--- src/hw/rtl/fpem_pkg.sv ---
`timescale 1ns / 1ps
`default_nettype none
package fpem_pkg;
  localparam int InW = 71;
  localparam int OutW = 66;
  localparam int InBytes = 72;
  localparam int OutBytes = 72;
  localparam int Stages = 3;
  localparam logic REQ_EXP = 1'b0;
  localparam logic REQ_MANT = 1'b1;
  localparam logic [1:0] IVL_1_2 = 2'd0;
  localparam logic [1:0] IVL_H_2 = 2'd1;
  localparam logic [1:0] IVL_H_1 = 2'd2;
  localparam logic [1:0] IVL_Q_3 = 2'd3;

  typedef struct packed {
    logic       req_type;
    logic       is_double;
    logic [63:0] operand_bits;
    logic [1:0] interval;
    logic [1:0] sign_control;
    logic       lane_active;
  } item_t;

  typedef struct packed {
    logic        done;
    logic [63:0] res;
    logic        exp_path;
    logic        neg_exp;
    logic [11:0] mag;
    logic        is_dbl;
    logic        sgn;
    logic [51:0] frac;
    logic [5:0]  lz;
    logic        den_norm;
    logic        odd;
    logic [1:0]  ivl;
    logic        dsign;
    logic        inv;
    logic        den;
  } mid_t;

  function automatic logic [5:0] lead_pos(input logic [51:0] v);
    logic [5:0] p;
    p = '0;
    for (int i = 0; i < 52; i++) begin
      if (v[i]) p = 6'(i);
    end
    return p;
  endfunction

  function automatic logic [3:0] lead12(input logic [11:0] v);
    logic [3:0] p;
    p = '0;
    for (int i = 0; i < 12; i++) begin
      if (v[i]) p = 4'(i);
    end
    return p;
  endfunction
endpackage
`default_nettype wire

--- src/hw/rtl/fp_exponent_mantissa_extract_top.sv ---
// an accepted input beat passes through the s1, m and res registers to the output beat
// throughput: one beat per cycle while out_tready does not stall the output, set by the three-stage pipeline
// a stall freezes all stages together, nothing lost
// reset: synchronous active low, clears valid bits and denormals_are_zero
`timescale 1ns / 1ps
`default_nettype none
module fp_exponent_mantissa_extract_top (
  input  wire logic        clk,
  input  wire logic        rst_n,
  input  wire logic        cfg_we,
  input  wire logic        cfg_wdata,
  input  wire logic        in_tvalid,
  output logic             in_tready,
  // operand_bits[63:0], interval[1:0], sign_control[1:0], lane_active
  input  wire logic [71:0] in_tdata,
  // req_type, is_double
  input  wire logic [1:0]  in_tuser,
  output logic             out_tvalid,
  input  wire logic        out_tready,
  // result_bits[63:0], invalid_raised, denormal_raised
  output logic [71:0]      out_tdata
);
  logic daz_r;
  logic en;
  fpem_pkg::item_t it;
  logic [63:0] res;
  logic inv, den;

  always_ff @(posedge clk) begin
    if (!rst_n) daz_r <= 1'b0;
    else if (cfg_we) daz_r <= cfg_wdata;
  end

  assign en = out_tready || !out_tvalid;
  assign in_tready = en;
  assign it.req_type = in_tuser[0];
  assign it.is_double = in_tuser[1];
  assign it.operand_bits = in_tdata[63:0];
  assign it.interval = in_tdata[65:64];
  assign it.sign_control = in_tdata[67:66];
  assign it.lane_active = in_tdata[68];

  fpem_core u_core (
    .clk(clk), .rst_n(rst_n), .en(en), .daz(daz_r),
    .in_vld(in_tvalid), .in_item(it),
    .out_vld(out_tvalid), .out_res(res), .out_inv(inv), .out_den(den)
  );

  assign out_tdata = {6'd0, den, inv, res};
endmodule
`default_nettype wire

--- src/hw/rtl/fpem_core.sv ---
`timescale 1ns / 1ps
`default_nettype none
module fpem_core (
  input  wire logic              clk,
  input  wire logic              rst_n,
  input  wire logic              en,
  input  wire logic              daz,
  input  wire logic              in_vld,
  input  wire fpem_pkg::item_t   in_item,
  output logic                   out_vld,
  output logic [63:0]            out_res,
  output logic                   out_inv,
  output logic                   out_den
);
  logic [fpem_pkg::Stages-1:0] vld_r;
  fpem_pkg::item_t s1_r;
  logic s1_daz_r;
  fpem_pkg::mid_t m_nxt, m_r;
  logic [63:0] res_nxt, res_r;
  logic inv_r, den_r;

  always_ff @(posedge clk) begin
    if (!rst_n) vld_r <= '0;
    else if (en) vld_r <= {vld_r[fpem_pkg::Stages-2:0], in_vld};
  end

  always_ff @(posedge clk) begin
    if (en) begin
      s1_r <= in_item;
      s1_daz_r <= daz;
      m_r <= m_nxt;
      res_r <= res_nxt;
      inv_r <= m_r.inv;
      den_r <= m_r.den;
    end
  end

  // stage 2: classify, leading one
  always_comb begin
    logic dbl, sg, fzero, emax, eraw0, quiet, neg;
    logic [10:0] raw;
    logic [51:0] fr;
    logic [63:0] x, one, qn, expm, signb, indef;
    logic signed [12:0] e;
    logic [5:0] tp;
    logic [10:0] bias;
    dbl = s1_r.is_double;
    x = dbl ? s1_r.operand_bits : {32'd0, s1_r.operand_bits[31:0]};
    raw = dbl ? x[62:52] : {3'd0, x[30:23]};
    fr = dbl ? x[51:0] : {29'd0, x[22:0]};
    sg = dbl ? x[63] : x[31];
    bias = dbl ? 11'd1023 : 11'd127;
    emax = dbl ? (raw == 11'h7ff) : (raw == 11'h0ff);
    eraw0 = raw == 11'd0;
    fzero = fr == 52'd0;
    quiet = dbl ? fr[51] : fr[22];
    qn = dbl ? (x | 64'h0008000000000000) : (x | 64'h00400000);
    expm = dbl ? 64'h7ff0000000000000 : 64'h7f800000;
    signb = dbl ? 64'h8000000000000000 : 64'h80000000;
    indef = dbl ? 64'hfff8000000000000 : 64'hffc00000;
    neg = sg;
    tp = fpem_pkg::lead_pos(fr);
    m_nxt = '0;
    m_nxt.is_dbl = dbl;
    m_nxt.sgn = sg;
    m_nxt.frac = fr;
    m_nxt.ivl = s1_r.interval;
    m_nxt.dsign = s1_r.sign_control[0] ? 1'b0 : sg;
    one = (m_nxt.dsign ? signb : 64'd0) | (dbl ? {1'b0, 11'd1023, 52'd0} : {33'd0, 8'd127, 23'd0});
    m_nxt.lz = (dbl ? 6'd52 : 6'd23) - tp;
    m_nxt.den_norm = eraw0;
    if (eraw0) begin
      e = 13'(tp) + 13'sd1 - 13'(bias) - (dbl ? 13'sd52 : 13'sd23);
      m_nxt.odd = m_nxt.lz[0];
    end else begin
      e = 13'(raw) - 13'(bias);
      m_nxt.odd = e[0];
    end
    m_nxt.neg_exp = e[12];
    m_nxt.mag = e[12] ? 12'(-e) : e[11:0];
    if (!s1_r.lane_active) begin
      m_nxt.done = 1'b1;
    end else if (emax && !fzero) begin
      m_nxt.done = 1'b1; m_nxt.res = qn; m_nxt.inv = !quiet;
    end else if (s1_r.req_type == fpem_pkg::REQ_EXP) begin
      if (emax) begin
        m_nxt.done = 1'b1; m_nxt.res = expm;
      end else if (eraw0 && (fzero || s1_daz_r)) begin
        m_nxt.done = 1'b1; m_nxt.res = signb | expm;
      end else begin
        m_nxt.exp_path = 1'b1; m_nxt.den = eraw0;
      end
    end else begin
      if (eraw0 && (fzero || s1_daz_r)) begin
        m_nxt.done = 1'b1; m_nxt.res = one;
      end else if (neg && s1_r.sign_control[1]) begin
        m_nxt.done = 1'b1; m_nxt.res = indef; m_nxt.inv = 1'b1;
      end else if (emax) begin
        m_nxt.done = 1'b1; m_nxt.res = one;
      end else begin
        m_nxt.den = eraw0;
      end
    end
  end

  // stage 3: build result
  always_comb begin
    logic [3:0] p;
    logic [11:0] mexp, msk;
    logic [51:0] fr, fm;
    logic [10:0] de;
    logic dec;
    res_nxt = m_r.res;
    if (!m_r.done) begin
      if (m_r.exp_path) begin
        p = fpem_pkg::lead12(m_r.mag);
        msk = 12'((13'd1 << p) - 13'd1);
        if (m_r.mag == 12'd0) begin
          res_nxt = '0;
        end else if (m_r.is_dbl) begin
          fm = {m_r.mag & msk, 40'd0} << (6'd12 - 6'(p));
          mexp = 12'd1023 + 12'(p);
          res_nxt = {m_r.neg_exp, mexp[10:0], fm};
        end else begin
          fm = {29'd0, 11'd0, m_r.mag & msk} << (6'd23 - 6'(p));
          mexp = 12'd127 + 12'(p);
          res_nxt = {32'd0, m_r.neg_exp, mexp[7:0], fm[22:0]};
        end
      end else begin
        fr = m_r.den_norm ? (m_r.frac << m_r.lz) : m_r.frac;
        fr = m_r.is_dbl ? fr : {29'd0, fr[22:0]};
        case (m_r.ivl)
          fpem_pkg::IVL_H_2: dec = m_r.odd;
          fpem_pkg::IVL_H_1: dec = 1'b1;
          fpem_pkg::IVL_Q_3: dec = m_r.is_dbl ? fr[51] : fr[22];
          default: dec = 1'b0;
        endcase
        de = (m_r.is_dbl ? 11'd1023 : 11'd127) - 11'(dec);
        if (m_r.is_dbl) res_nxt = {m_r.dsign, de, fr};
        else res_nxt = {32'd0, m_r.dsign, de[7:0], fr[22:0]};
      end
    end
  end

  assign out_vld = vld_r[fpem_pkg::Stages-1];
  assign out_res = res_r;
  assign out_inv = inv_r;
  assign out_den = den_r;
endmodule
`default_nettype wire

--- config.mk ---
export PLATFORM = sky130hd
export DESIGN_NAME = fp_exponent_mantissa_extract_top
export DESIGN_NICKNAME = d
export VERILOG_FILES = /design/src/hw/rtl/fpem_pkg.sv /design/src/hw/rtl/fp_exponent_mantissa_extract_top.sv /design/src/hw/rtl/fpem_core.sv
export SDC_FILE = /design/constraint.sdc
export NUM_CORES = 1
export LEC_CHECK = 0
export ABC_AREA = 1
export BUFFER_PORTS_ARGS = -buffer_cell sky130_fd_sc_hd__buf_2
export CAP_MARGIN = 40
export CORE_ASPECT_RATIO = 0.9
export CORE_MARGIN = 4
export CORE_UTILIZATION = 40
export DETAILED_ROUTE_END_ITERATION = 8
export SLEW_MARGIN = 10
export SYNTH_ARGS = -nofsm -noshare
export SYNTH_HDL_FRONTEND = slang
export SYNTH_SLANG_ARGS = --single-unit
--- constraint.sdc ---
create_clock -name clk -period 9 [get_ports clk]
set_input_delay 0 -clock clk [delete_from_list [all_inputs] [get_ports clk]]
set_output_delay 0 -clock clk [all_outputs]
set_load 0.01 [all_outputs]
==> reports/results.tsv, run 1 <==
stage	metric	value	unit
synth	synth-warning-count	0	
power_and_ir_drop	powerDensity	221	nW/µm²
placement	post_dp_cell_area	17900	µm²
global_routing	grt_pass1_wl	83000	µm
worst_setup_path	regToRegEndpoint	u_core.m_r[77]$_DFFE_PP_	
sta	max_clock_freq	159	MHz
sta	timing_worst_slew_pin_value	0.905	ns
global_routing	grt-ovfl-total	0	
global_routing	number_of_antenna_violations_at_the_first_check_in_global_routing	0	
clock_network	ctsResizeCount	0	
clock_network	cts.reportedPaths.clkPinSlew	0.06	ns
synth	synthDistinctLibCells	58	
final_layout	layout.cell_area.non_filler	19600	µm²
synth	synth_top_area_share	51.1	%
global_routing	grt_util_overall	23.6	%
synth	synth.ff_latch_count	287	
detailed_routing	dr.first_iter.drc_count	1463	
hold_path	worst_hold_path_type	input pin to flop	
worst_setup_path	worst-path-max-fanout	5	
sta	timing_hold_violations_final	0	
clock_network	cts_htree_levels	1	
sta	layout_worst_path_cycle_share	70.0	%
worst_setup_path	cp_slowest_stage_delay	0.39	ns
sta	finalWorstPathRequiredPeriod	6.30	ns
synth	synth_area_leader_cell	edfxtp_1	
detailed_routing	count_of_vias_placed_by_the_detailed_router	14500	
worst_setup_path	crit_path_start_kind	flop	
hold_path	worst_hold_path.num_cells	2	
synth	synth_sequential_area_ratio	51.5	%
synth	synth_cells	1928	
sta	grt_setup_unrepaired	false	
sta	setup_viol_count_final	0	
clock_network	post-cts-setup-buffers	0	
hold_path	min_to	u_core.s1_r[39]$_DFFE_PP_	
sta	setup_tns	0	ns
worst_setup_path	r2r-start	u_core.s1_r[7]$_DFFE_PP_	
global_routing	grt_pass1_vias	13900	
clock_network	tritoncts	built	
placement	last_weighted_congestion_value_of_the_routability_driven_placer	0.993	
hold_path	min-delay-start	in_tdata[34]	
detailed_routing	remaining_drc_errors	0	
run	max-cap-violations	0	
sta	finalClockSkew	0.0222	ns
synth	ys_top_cells_by_count	nand2_1, edfxtp_1, inv_1	
final_layout	num_antenna_cells	0	
final_layout	fin_nets	2217	
detailed_routing	drt-wirelength-per-cell	20.5	µm
power_and_ir_drop	irDropWorstVdd	0.139	mV
floorplanning	placementRows	70	
final_layout	layout-area-overhead-vs-synth	17.8	%
clock_network	postCtsHoldBufs	78	
clock_network	root_buffer	clkbuf_16	
worst_setup_path	timing.critical_path.arrival	6.63	ns
placement	detailedPlacementHpwl	40600	µm
worst_setup_path	reg2reg_depth	70	
worst_setup_path	worst-r2r-setup-slack	2.70	ns
final_layout	finish.utilization	47.9	%
floorplanning	area_of_the_placeable_core	40900	µm²
outcome	run_status	finished, final reports clean	
detailed_routing	vias_per_cell	5.41	
sta	worst_slack_setup_final	2.70	ns
worst_setup_path	critical_path.most_common_cell	nand2_1	
power_and_ir_drop	post-layout-total-power	4340	µW
detailed_routing	drtAntennaViolNets	0	
sta	worst_slew_margin_rel	39.0	%
sta	timing_max_transition_violations_final	0	
floorplanning	initial_utilization	40.7	%
clock_network	numCtsBuffers	31	
detailed_routing	drt-total-wl	54800	µm
detailed_routing	drt-pass1-iter-count	5	
clock_network	clock_latency	0.59	ns
synth	number_of_synthesized_flops_with_an_enable_pin	283	
global_routing	pin_count_of_the_biggest_net_entering_global_routing	82	
synth	syn-mean-instance-area	8.63	µm²
floorplanning	dieWidth	223	µm
power_and_ir_drop	power.leakage	0.00879	µW
floorplanning	num_io_pins	154	
worst_setup_path	criticalPathCategory	flop to flop	
synth	synth.most_common_cell	nand2_1	
clock_network	tritoncts_num_sinks	287	
final_layout	share_of_cells_above_drive_strength_1	12.3	%
floorplanning	floorplan.die.height	202	µm
synth	synthTopCellsByArea	edfxtp_1, nand2_1, o21ai_0	
synth	async_flop_share	0	%
placement	port-buffer-count	144	
worst_setup_path	critPathRequiredTime	9.33	ns
synth	synthesis.area	16600	µm²
placement	pre_cts_ws	2.81	ns
floorplanning	die-area	44900	µm²
clock_network	cts_max_path_buffers	3	
worst_setup_path	crit_path_end_kind	flop	
worst_setup_path	timing.critical_path.slowest_stage_cell	edfxtp_1	
synth	main_synth_ff_type	edfxtp_1	
==> per-layer routing <==
layer | GRT usage, % | share of wire, % | vias up
met2 | 35.5 | 43 | 595
met3 | 5.40 | 9.4 | 53
met4 | 4.49 | 2.0 | 0
li1 | - | - | 6996
met1 | 35.4 | 46 | 6832
met5 | 0 | 0 | -
==> layout by cell type (no fill, tap or decap), types with 38 or more instances in the layout <==
cell type	instances
a21oi_1	61
dlygate4sd3_1	78
buf_2	144
mux2i_1	38
inv_1	198
edfxtp_1	283
nand3_1	105
o21ai_0	195
nor2_1	158
nand2_1	473
==> flip-flops by register name (all words and copies together), names as in the netlist <==
name             count
u_core.s1_daz_r      1
u_core.out_den       1
u_core.out_inv       1
u_core.m_r         145
daz_r                1
u_core.m_nxt         3
u_core.out_res      64
u_core.s1_r         68
u_core.vld_r         3
==> cell type report <==
type                       instances  area (µm²)
fill                            3927       21300
sequential                       287        8580
multi-input combinational       1323        6820
timing repair buffer             248        1770
inverter                         222         843
clock buffer                      41         813
tap                              540         676
clock inverter                    14         109
==> cells by family after synthesis <==
logic type / count (synthesis) / share of synthesized area, %
buffers and inverters: 325 / 7.66
muxes: 38 / 2.29
xor gates and xnor gates: 21 / 1.11
other: 2 / 0.0451
DFF: 287 / 51.5
adders and majority gates: 24 / 1.85
AOI/OAI and AO/OA: 427 / 15.4
and+or+nand+nor: 804 / 20.1
==> power by group <==
part / internal (µW) / switching, µW / total [µW] / leakage [µW]
clock: 662 / 517 / 1180 / 0.000456
sequential: 1610 / 71.6 / 1680 / 0.00322
combinational: 462 / 1020 / 1480 / 0.00511
==> worst max path at each step <==
stage                                       from                        end  slack [ns]  cells after the start
floorplan           u_core.vld_r[2]$_SDFFE_PN0P_  u_core.m_nxt[3]$_DFFE_PP_        2.37                      3
global placement        u_core.s1_r[7]$_DFFE_PP_   u_core.m_r[77]$_DFFE_PP_        2.81                     70
detailed placement      u_core.s1_r[7]$_DFFE_PP_   u_core.m_r[77]$_DFFE_PP_        2.81                     70
CTS                     u_core.s1_r[7]$_DFFE_PP_   u_core.m_r[77]$_DFFE_PP_        2.73                     70
global route            u_core.s1_r[7]$_DFFE_PP_   u_core.m_r[77]$_DFFE_PP_        1.85                     70
finish                  u_core.s1_r[7]$_DFFE_PP_   u_core.m_r[77]$_DFFE_PP_        2.70                     70
==> critical path, delay by kind of cell, from the launching register on <==
family | cells | cell delay, ns
XOR/XNOR | 1 | 0.14
AO/OA/AOI/OAI | 4 | 0.69
adder cells (fa/ha/maj) | 2 | 0.50
buffers and inverters | 5 | 0.34
flip-flops | 1 | 0.39
AND/OR/NAND/NOR | 58 | 4.02
==> metrics by stage <==
step / hold slack [ns] / cells
after global placement: 0.177 / 2537
final: 0.123 / 2675
after global routing: 0.114 / 2675
after floorplan: 0.0935 / 1935
after CTS: 0.0837 / 2673
after detailed placement: 0.178 / 2540
Power figures use the tool's default switching activity.
==> inputs of run 2 (changes only) <==
- ABC_AREA: 1 -> 0
- clock period: 9 -> 5.5 ns (I/O delays scaled with it)
==> run 2 against run 1 <==
  * First-iteration DRC count rose by 5.5%
  * Hold slack worse by 0.014 ns
  * Total power grew 63%
  * Synthesized area grew 3.6%
  * Synthesized cell count decreased by 19%
  * Clock skew decreased by 0.0059 ns
  * Worst setup slack got worse by 2.2 ns
  * Largest power group unchanged
  * Highest routed layer unchanged
==> reports/results.tsv, run 2 <==
stage	metric	value	unit
sta	grt_setup_unrepaired	false	
synth	synth.ff_latch_count	287	
power_and_ir_drop	powerDensity	348	nW/µm²
worst_setup_path	timing.critical_path.slowest_stage_cell	edfxtp_1	
floorplanning	num_io_pins	154	
final_layout	layout.cell_area.non_filler	20300	µm²
final_layout	share_of_cells_above_drive_strength_1	19.1	%
sta	worst_slew_margin_rel	43.1	%
floorplanning	initial_utilization	40.9	%
synth	synth_area_leader_cell	edfxtp_1	
placement	last_weighted_congestion_value_of_the_routability_driven_placer	0.956	
final_layout	layout_commonest_cell	edfxtp_1	
worst_setup_path	critPathRequiredTime	5.84	ns
clock_network	tritoncts_num_sinks	287	
sta	timing_max_transition_violations_final	0	
worst_setup_path	worst-path-max-fanout	13	
synth	synth-warning-count	0	
synth	main_synth_ff_type	edfxtp_1	
clock_network	root_buffer	clkbuf_16	
placement	post_dp_cell_area	18600	µm²
synth	synth_top_area_share	49.3	%
placement	pre_cts_ws	0.560	ns
sta	timing_hold_violations_final	0	
outcome	run_status	finished, final reports clean	
clock_network	clock_latency	0.60	ns
sta	setup_tns	0	ns
placement	detailedPlacementHpwl	41600	µm
global_routing	grt-ovfl-total	0	
clock_network	tritoncts	built	
detailed_routing	remaining_drc_errors	0	
clock_network	cts_htree_levels	1	
floorplanning	area_of_the_placeable_core	42200	µm²
global_routing	grt_pass1_wl	85100	µm
worst_setup_path	cp_slowest_stage_delay	0.56	ns
synth	async_flop_share	0	%
worst_setup_path	timing.critical_path.arrival	5.32	ns
power_and_ir_drop	irDropWorstVdd	0.293	mV
floorplanning	die-area	46500	µm²
power_and_ir_drop	power.leakage	0.00824	µW
placement	port-buffer-count	144	
sta	timing_worst_slew_pin_value	0.848	ns
detailed_routing	dr.first_iter.drc_count	1544	
global_routing	grt_pass1_vias	13600	
sta	hold_ws	0.109	ns
sta	worst_slack_setup_final	0.518	ns
final_layout	final_cell_mix	edfxtp_1, nand2_1, buf_2	
final_layout	register_containing_the_most_flip_flops_in_the_final_layout	u_core.m_r	
final_layout	largest_register_ffs	145	
global_routing	grt_util_overall	24.0	%
sta	layout_worst_path_cycle_share	90.6	%
clock_network	post-cts-setup-buffers	0	
global_routing	pin_count_of_the_biggest_net_entering_global_routing	115	
hold_path	worst_hold_path_type	input pin to flop	
final_layout	final.fill_count	3779	
sta	finalClockSkew	0.0163	ns
final_layout	fin_nets	1865	
worst_setup_path	criticalPathCategory	flop to flop	
power_and_ir_drop	post-layout-total-power	7080	µW
clock_network	cts_max_path_buffers	3	
worst_setup_path	critical_path.most_common_cell	nand2_1	
synth	synth_sequential_area_ratio	49.8	%
synth	syn-mean-instance-area	11.0	µm²
synth	synthTopCellsByArea	edfxtp_1, mux4_2, nand2_1	
run	max-cap-violations	0	
clock_network	numCtsBuffers	31	
global_routing	number_of_antenna_violations_at_the_first_check_in_global_routing	0	
clock_network	cts.reportedPaths.clkPinSlew	0.06	ns
detailed_routing	drt-wirelength-per-cell	24.1	µm
worst_setup_path	crit_path_start_kind	flop	
sta	max_clock_freq	201	MHz
floorplanning	floorplan.die.height	205	µm
synth	synth.most_common_cell	edfxtp_1	
synth	synthDistinctLibCells	93	
detailed_routing	vias_per_cell	6.01	
worst_setup_path	cp_cell_sequence	o41ai_2 -> nor2b_1 -> a311oi_2 -> o41ai_4 -> a21boi_4 -> and2_4 -> nand2_1 -> nand2_1 -> ha_1 -> ha_1 -> nand2_1 -> nor2_1 -> nand3_1 -> nor2_1 -> a211oi_1 -> a21o_1 -> and4_4 -> o41ai_2	
synth	synthesis.area	17200	µm²
floorplanning	placementRows	71	
sta	setup_viol_count_final	0	
detailed_routing	count_of_vias_placed_by_the_detailed_router	14000	
synth	number_of_synthesized_flops_with_an_enable_pin	283	
final_layout	layout-area-overhead-vs-synth	18.0	%
detailed_routing	drtAntennaViolNets	0	
worst_setup_path	crit_path_end_kind	flop	
sta	finalWorstPathRequiredPeriod	4.98	ns
floorplanning	dieWidth	227	µm
detailed_routing	drt-pass1-iter-count	5	
synth	ys_top_cells_by_count	edfxtp_1, nand2_1, nor2_1	
synth	synth_cells	1567	
detailed_routing	drt-total-wl	56200	µm
==> run 2: cell types whose count changed after synthesis, moves of 46 or more <==
cell and change:
nor2_1 -46, nand3_1 -78, and3_1 +52, o21ai_0 -115, mux4_2 +55, nand2_1 -287
inv_1 -151
==> run 2: final timing paths <==
kind              slack [ns]  depth (start not counted)                  endpoint                       from
setup / recovery        0.52                         18  u_core.m_r[77]$_DFFE_PP_  u_core.s1_r[31]$_DFFE_PP_
hold / removal          0.11                          2  u_core.s1_r[7]$_DFFE_PP_                in_tdata[2]
setup reg to reg        0.52                         18  u_core.m_r[77]$_DFFE_PP_  u_core.s1_r[31]$_DFFE_PP_
hold reg to reg         0.42                          0   u_core.m_r[4]$_DFFE_PP_  u_core.m_nxt[4]$_DFFE_PP_
==> run 2: critical path, delay by kind of cell (launching register included) <==
kind / cells / cell delay (ns)
compound gates: 7 / 2.45
fa+ha+maj: 2 / 0.43
flops: 1 / 0.56
simple gates: 9 / 1.28
==> run 2: metrics by stage <==
stage / util, % / instances
after CTS: 48.2 / 2331
final: 48.2 / 2332
after global routing: 48.2 / 2331
after global placement: 44.0 / 2199
after floorplan: - / 1574
after detailed placement: 44.1 / 2200
==> run 2: final cells by class <==
class | instances | area, µm² | area share (%)
clock inverters | 15 | 128 | 0.627
repair buffers | 262 | 1860 | 9.17
diodes | 1 | 2.50 | 0.0123
well taps | 547 | 684 | 3.37
clock buffers | 41 | 853 | 4.20
flip-flops and latches | 287 | 8580 | 42.2
inverters | 54 | 203 | 0.997
multi-input cells | 1125 | 8030 | 39.5
==> run 2: what timing repair did <==
item | CTS | global route
endpoints found under the hold margin | 75 | 0
hold buffers | 75 | 0
gates resized for setup | 0 | 0
==> run 2: cell families (layout without fill, tap and decap cells) <==
kind of cell	after synthesis	count (layout)	share of synthesized area (%)
and+or+nand+nor	531	531	14.8
DFF	287	287	49.8
AOI/OAI and AO/OA	405	405	16.6
other	2	10	0.0436
buffers and inverters	162	372	3.88
muxes	126	126	11.4
xor gates and xnor gates	30	30	1.71
adders and majority gates	24	24	1.79
==> run 2: per-layer routing <==
metal / vias to the layer above / GRT usage [%] / part of all wire, %
li1: 6382 / - / -
met1: 6838 / 36.4 / 45
met2: 691 / 34.6 / 42
met3: 99 / 5.29 / 9.9
met4: 0 / 6.54 / 3.1
met5: - / 0 / 0
==> run 2: power breakdown <==
| part | total (µW) | switching (µW) | internal [µW] | leakage, µW |
|---|---|---|---|---|
| logic | 2260 | 1340 | 921 | 0.00453 |
| registers | 2820 | 210 | 2610 | 0.00323 |
| clock network | 2000 | 867 | 1140 | 0.000477 |
| total | 7080 | 2410 | 4660 | 0.00824 |
==> inputs of run 3 (changes only) <==
- CELL_PAD_IN_SITES_DETAIL_PLACEMENT: unset -> 0
- CELL_PAD_IN_SITES_GLOBAL_PLACEMENT: unset -> 1
- PLACE_DENSITY_LB_ADDON: unset -> 0.1
==> run 3 against run 2 <==
  * Clock skew decreased by 0.0034 ns
  * Die area unchanged
  * Cell area increased by 0.13%
  * Sequential share of layout area decreased by 0.054 points
  * Combinational power increased by 2%
  * Core utilization increased by 0.062 points
  * Via count increased by 0.20%
  * Maximum frequency about the same
  * Global-route usage increased by 0.92 points
  * Routed wire length increased by 4.6%
  * Hold slack got worse by 0.0092 ns
  * Total power increased by 0.10%
==> reports/results.tsv, run 3 (synthesis results as in run 2) <==
stage	metric	value	unit
final_layout	multi_input_area	8030	µm²
final_layout	finish.utilization	48.3	%
hold_path	min-delay-start	out_tready	
clock_network	numCtsBuffers	31	
power_and_ir_drop	powerDensity	348	nW/µm²
final_layout	register_containing_the_most_flip_flops_in_the_final_layout	u_core.m_r	
final_layout	final_instance_count_without_filler_cells	2337	
global_routing	grt_pass1_wl	87200	µm
worst_setup_path	worst-r2r-setup-slack	0.52	ns
hold_path	worst_hold_path.num_cells	2	
final_layout	fin_nets	1870	
sta	setup_viol_count_final	0	
placement	port-buffer-count	144	
clock_network	cts_htree_levels	1	
final_layout	final.fill_count	3815	
floorplanning	initial_utilization	40.9	%
clock_network	cts.reportedPaths.clkPinSlew	0.06	ns
detailed_routing	dr.first_iter.drc_count	1559	
sta	finalClockSkew	0.0129	ns
detailed_routing	count_of_vias_placed_by_the_detailed_router	14000	
worst_setup_path	crit_path_end_kind	flop	
detailed_routing	drt-wirelength-per-cell	25.1	µm
global_routing	number_of_antenna_violations_at_the_first_check_in_global_routing	1	
sta	hold_ws	0.0997	ns
global_routing	grt-ovfl-total	0	
placement	place.detailed.instances	2206	
floorplanning	die-area	46500	µm²
sta	setup_tns	0	ns
clock_network	tritoncts	built	
worst_setup_path	timing.critical_path.slowest_stage_cell	a2111oi_1	
floorplanning	num_io_pins	154	
sta	timing_worst_slew_pin_value	0.883	ns
worst_setup_path	timing.critical_path.arrival	5.38	ns
final_layout	share_of_cells_above_drive_strength_1	19.2	%
worst_setup_path	r2r-start	u_core.s1_r[28]$_DFFE_PP_	
worst_setup_path	critical_path_cell_count	18	
clock_network	root_buffer	clkbuf_16	
worst_setup_path	worst-path-max-fanout	13	
final_layout	num_antenna_cells	0	
global_routing	grt_pass1_vias	13400	
outcome	run_status	finished, final reports clean	
detailed_routing	remaining_drc_errors	0	
detailed_routing	drt-pass1-iter-count	5	
sta	finalWorstPathRequiredPeriod	4.98	ns
placement	post_dp_cell_area	18700	µm²
worst_setup_path	crit_buf_inv	0	
hold_path	worst_hold_path_type	input pin to flop	
clock_network	cts_max_path_buffers	3	
final_layout	largest_register_ffs	145	
final_layout	layout-area-overhead-vs-synth	18.1	%
detailed_routing	drt-total-wl	58800	µm
sta	grt_setup_unrepaired	false	
worst_setup_path	criticalPathCategory	flop to flop	
power_and_ir_drop	irDropWorstVdd	0.243	mV
global_routing	pin_count_of_the_biggest_net_entering_global_routing	122	
sta	timing_max_transition_violations_final	0	
sta	timing_hold_violations_final	0	
floorplanning	dieWidth	227	µm
placement	last_weighted_congestion_value_of_the_routability_driven_placer	0.966	
detailed_routing	vias_per_cell	6.01	
sta	layout_worst_path_cycle_share	90.5	%
final_layout	final_cell_mix	edfxtp_1, nand2_1, buf_2	
placement	detailedPlacementHpwl	43400	µm
floorplanning	area_of_the_placeable_core	42200	µm²
power_and_ir_drop	power.leakage	0.00826	µW
worst_setup_path	regToRegEndpoint	u_core.m_r[77]$_DFFE_PP_	
clock_network	tritoncts_num_sinks	287	
worst_setup_path	cp_slowest_stage_delay	0.74	ns
final_layout	seqCellArea	8580	µm²
worst_setup_path	cp_cell_sequence	a2111oi_1 -> nor2b_1 -> a311oi_2 -> o41ai_4 -> a21boi_4 -> and2_4 -> nand2_1 -> nand2_1 -> ha_1 -> ha_1 -> nand2_1 -> nor2_1 -> nand3_1 -> a211oi_1 -> a211oi_1 -> a21o_1 -> o31a_2 -> o41ai_2	
worst_setup_path	crit_family	compound AO/OA/AOI/OAI gates	
run	max-cap-violations	0	
floorplanning	floorplan.die.height	205	µm
worst_setup_path	critical_path.most_common_cell	nand2_1	
global_routing	grt_util_overall	24.9	%
sta	max_clock_freq	201	MHz
worst_setup_path	critPathRequiredTime	5.90	ns
hold_path	min_to	u_core.m_r[34]$_DFFE_PP_	
floorplanning	placementRows	71	
sta	worst_slew_margin_rel	41.1	%
worst_setup_path	reg2reg_depth	18	
final_layout	layout_commonest_cell	edfxtp_1	
clock_network	post-cts-setup-buffers	0	
detailed_routing	drtAntennaViolNets	0	
worst_setup_path	crit_path_start_kind	flop	
final_layout	layout.cell_area.non_filler	20400	µm²
clock_network	clock_latency	0.59	ns
-- run 3: changes by cell type in the layout (fill, tap and decap cells not counted) --
| cell | delta |
|---|---|
| buf_8 | +2 |
| buf_4 | +3 |
| clkbuf_8 | -4 |
| nor2_1 | -1 |
| inv_8 | +1 |
| clkinv_1 | +4 |
| dlygate4sd3_1 | -1 |
| buf_12 | +2 |
| nor2_2 | +1 |
| inv_6 | +1 |
| diode_2 | -1 |
| buf_16 | -1 |
| clkinv_4 | -1 |
-- run 3: through the flow --
stage,worst slack (ns),total power [µW]
5_1_grt,0.240,7450
3_5_place_dp,0.592,5090
2_1_floorplan,0.838,4320
4_1_cts,0.551,7100
6_report,0.522,7090
3_3_place_gp,0.622,5090
-- run 3: layout make-up --
class | count | area share [%]
Sequential cell | 287 | 42.1
Inverter | 54 | 0.995
Multi-Input combinational cell | 1125 | 39.4
Clock buffer | 37 | 3.92
Clock inverter | 20 | 0.756
Tap cell | 547 | 3.36
Timing Repair Buffer | 267 | 9.42
-- run 3: worst register-to-register path, stage by stage, from the launching register on --
cell and delay [ns]:
edfxtp_1 0.53, a2111oi_1 0.74, nor2b_1 0.14, a311oi_2 0.36
o41ai_4 0.18, a21boi_4 0.21, and2_4 0.25, nand2_1 0.07
nand2_1 0.06, ha_1 0.21, ha_1 0.35, nand2_1 0.07
nor2_1 0.23, nand3_1 0.14, a211oi_1 0.31, a211oi_1 0.14
a21o_1 0.32, o31a_2 0.20, o41ai_2 0.29
-- run 3: power by group --
| part | internal, µW | switching [µW] |
|---|---|---|
| Sequential | 2610 | 211 |
| Clock | 1090 | 869 |
| Combinational | 925 | 1390 |
| Total | 4620 | 2470 |
-- run 3: worst max-delay path by stage --
stage                                           to                        from
after CTS                 u_core.m_r[77]$_DFFE_PP_   u_core.s1_r[14]$_DFFE_PP_
after detailed placement  u_core.m_r[77]$_DFFE_PP_   u_core.s1_r[14]$_DFFE_PP_
after global placement    u_core.m_r[77]$_DFFE_PP_   u_core.s1_r[14]$_DFFE_PP_
final                     u_core.m_r[77]$_DFFE_PP_   u_core.s1_r[28]$_DFFE_PP_
after floorplan           u_core.m_r[77]$_DFFE_PP_  u_core.m_nxt[66]$_DFFE_PP_
after global routing      u_core.m_r[77]$_DFFE_PP_   u_core.s1_r[28]$_DFFE_PP_
-- run 3: timing repair --
item / in CTS / in global routing
endpoints found under the hold margin: 75 / 0
hold buffers: 74 / 0
resized for setup: 0 / 0
-- run 3: metal layers --
metal / part of all wire [%] / vias to the layer above / routed length [µm] / track usage, %
met5: 0.022 / - / 13 / 0
met4: 1.6 / 2 / 937 / 3.89
met3: 9.6 / 62 / 5660 / 5.37
met2: 42 / 666 / 24500 / 35.5
met1: 47 / 6929 / 27600 / 39.5
li1: - / 6379 / - / -
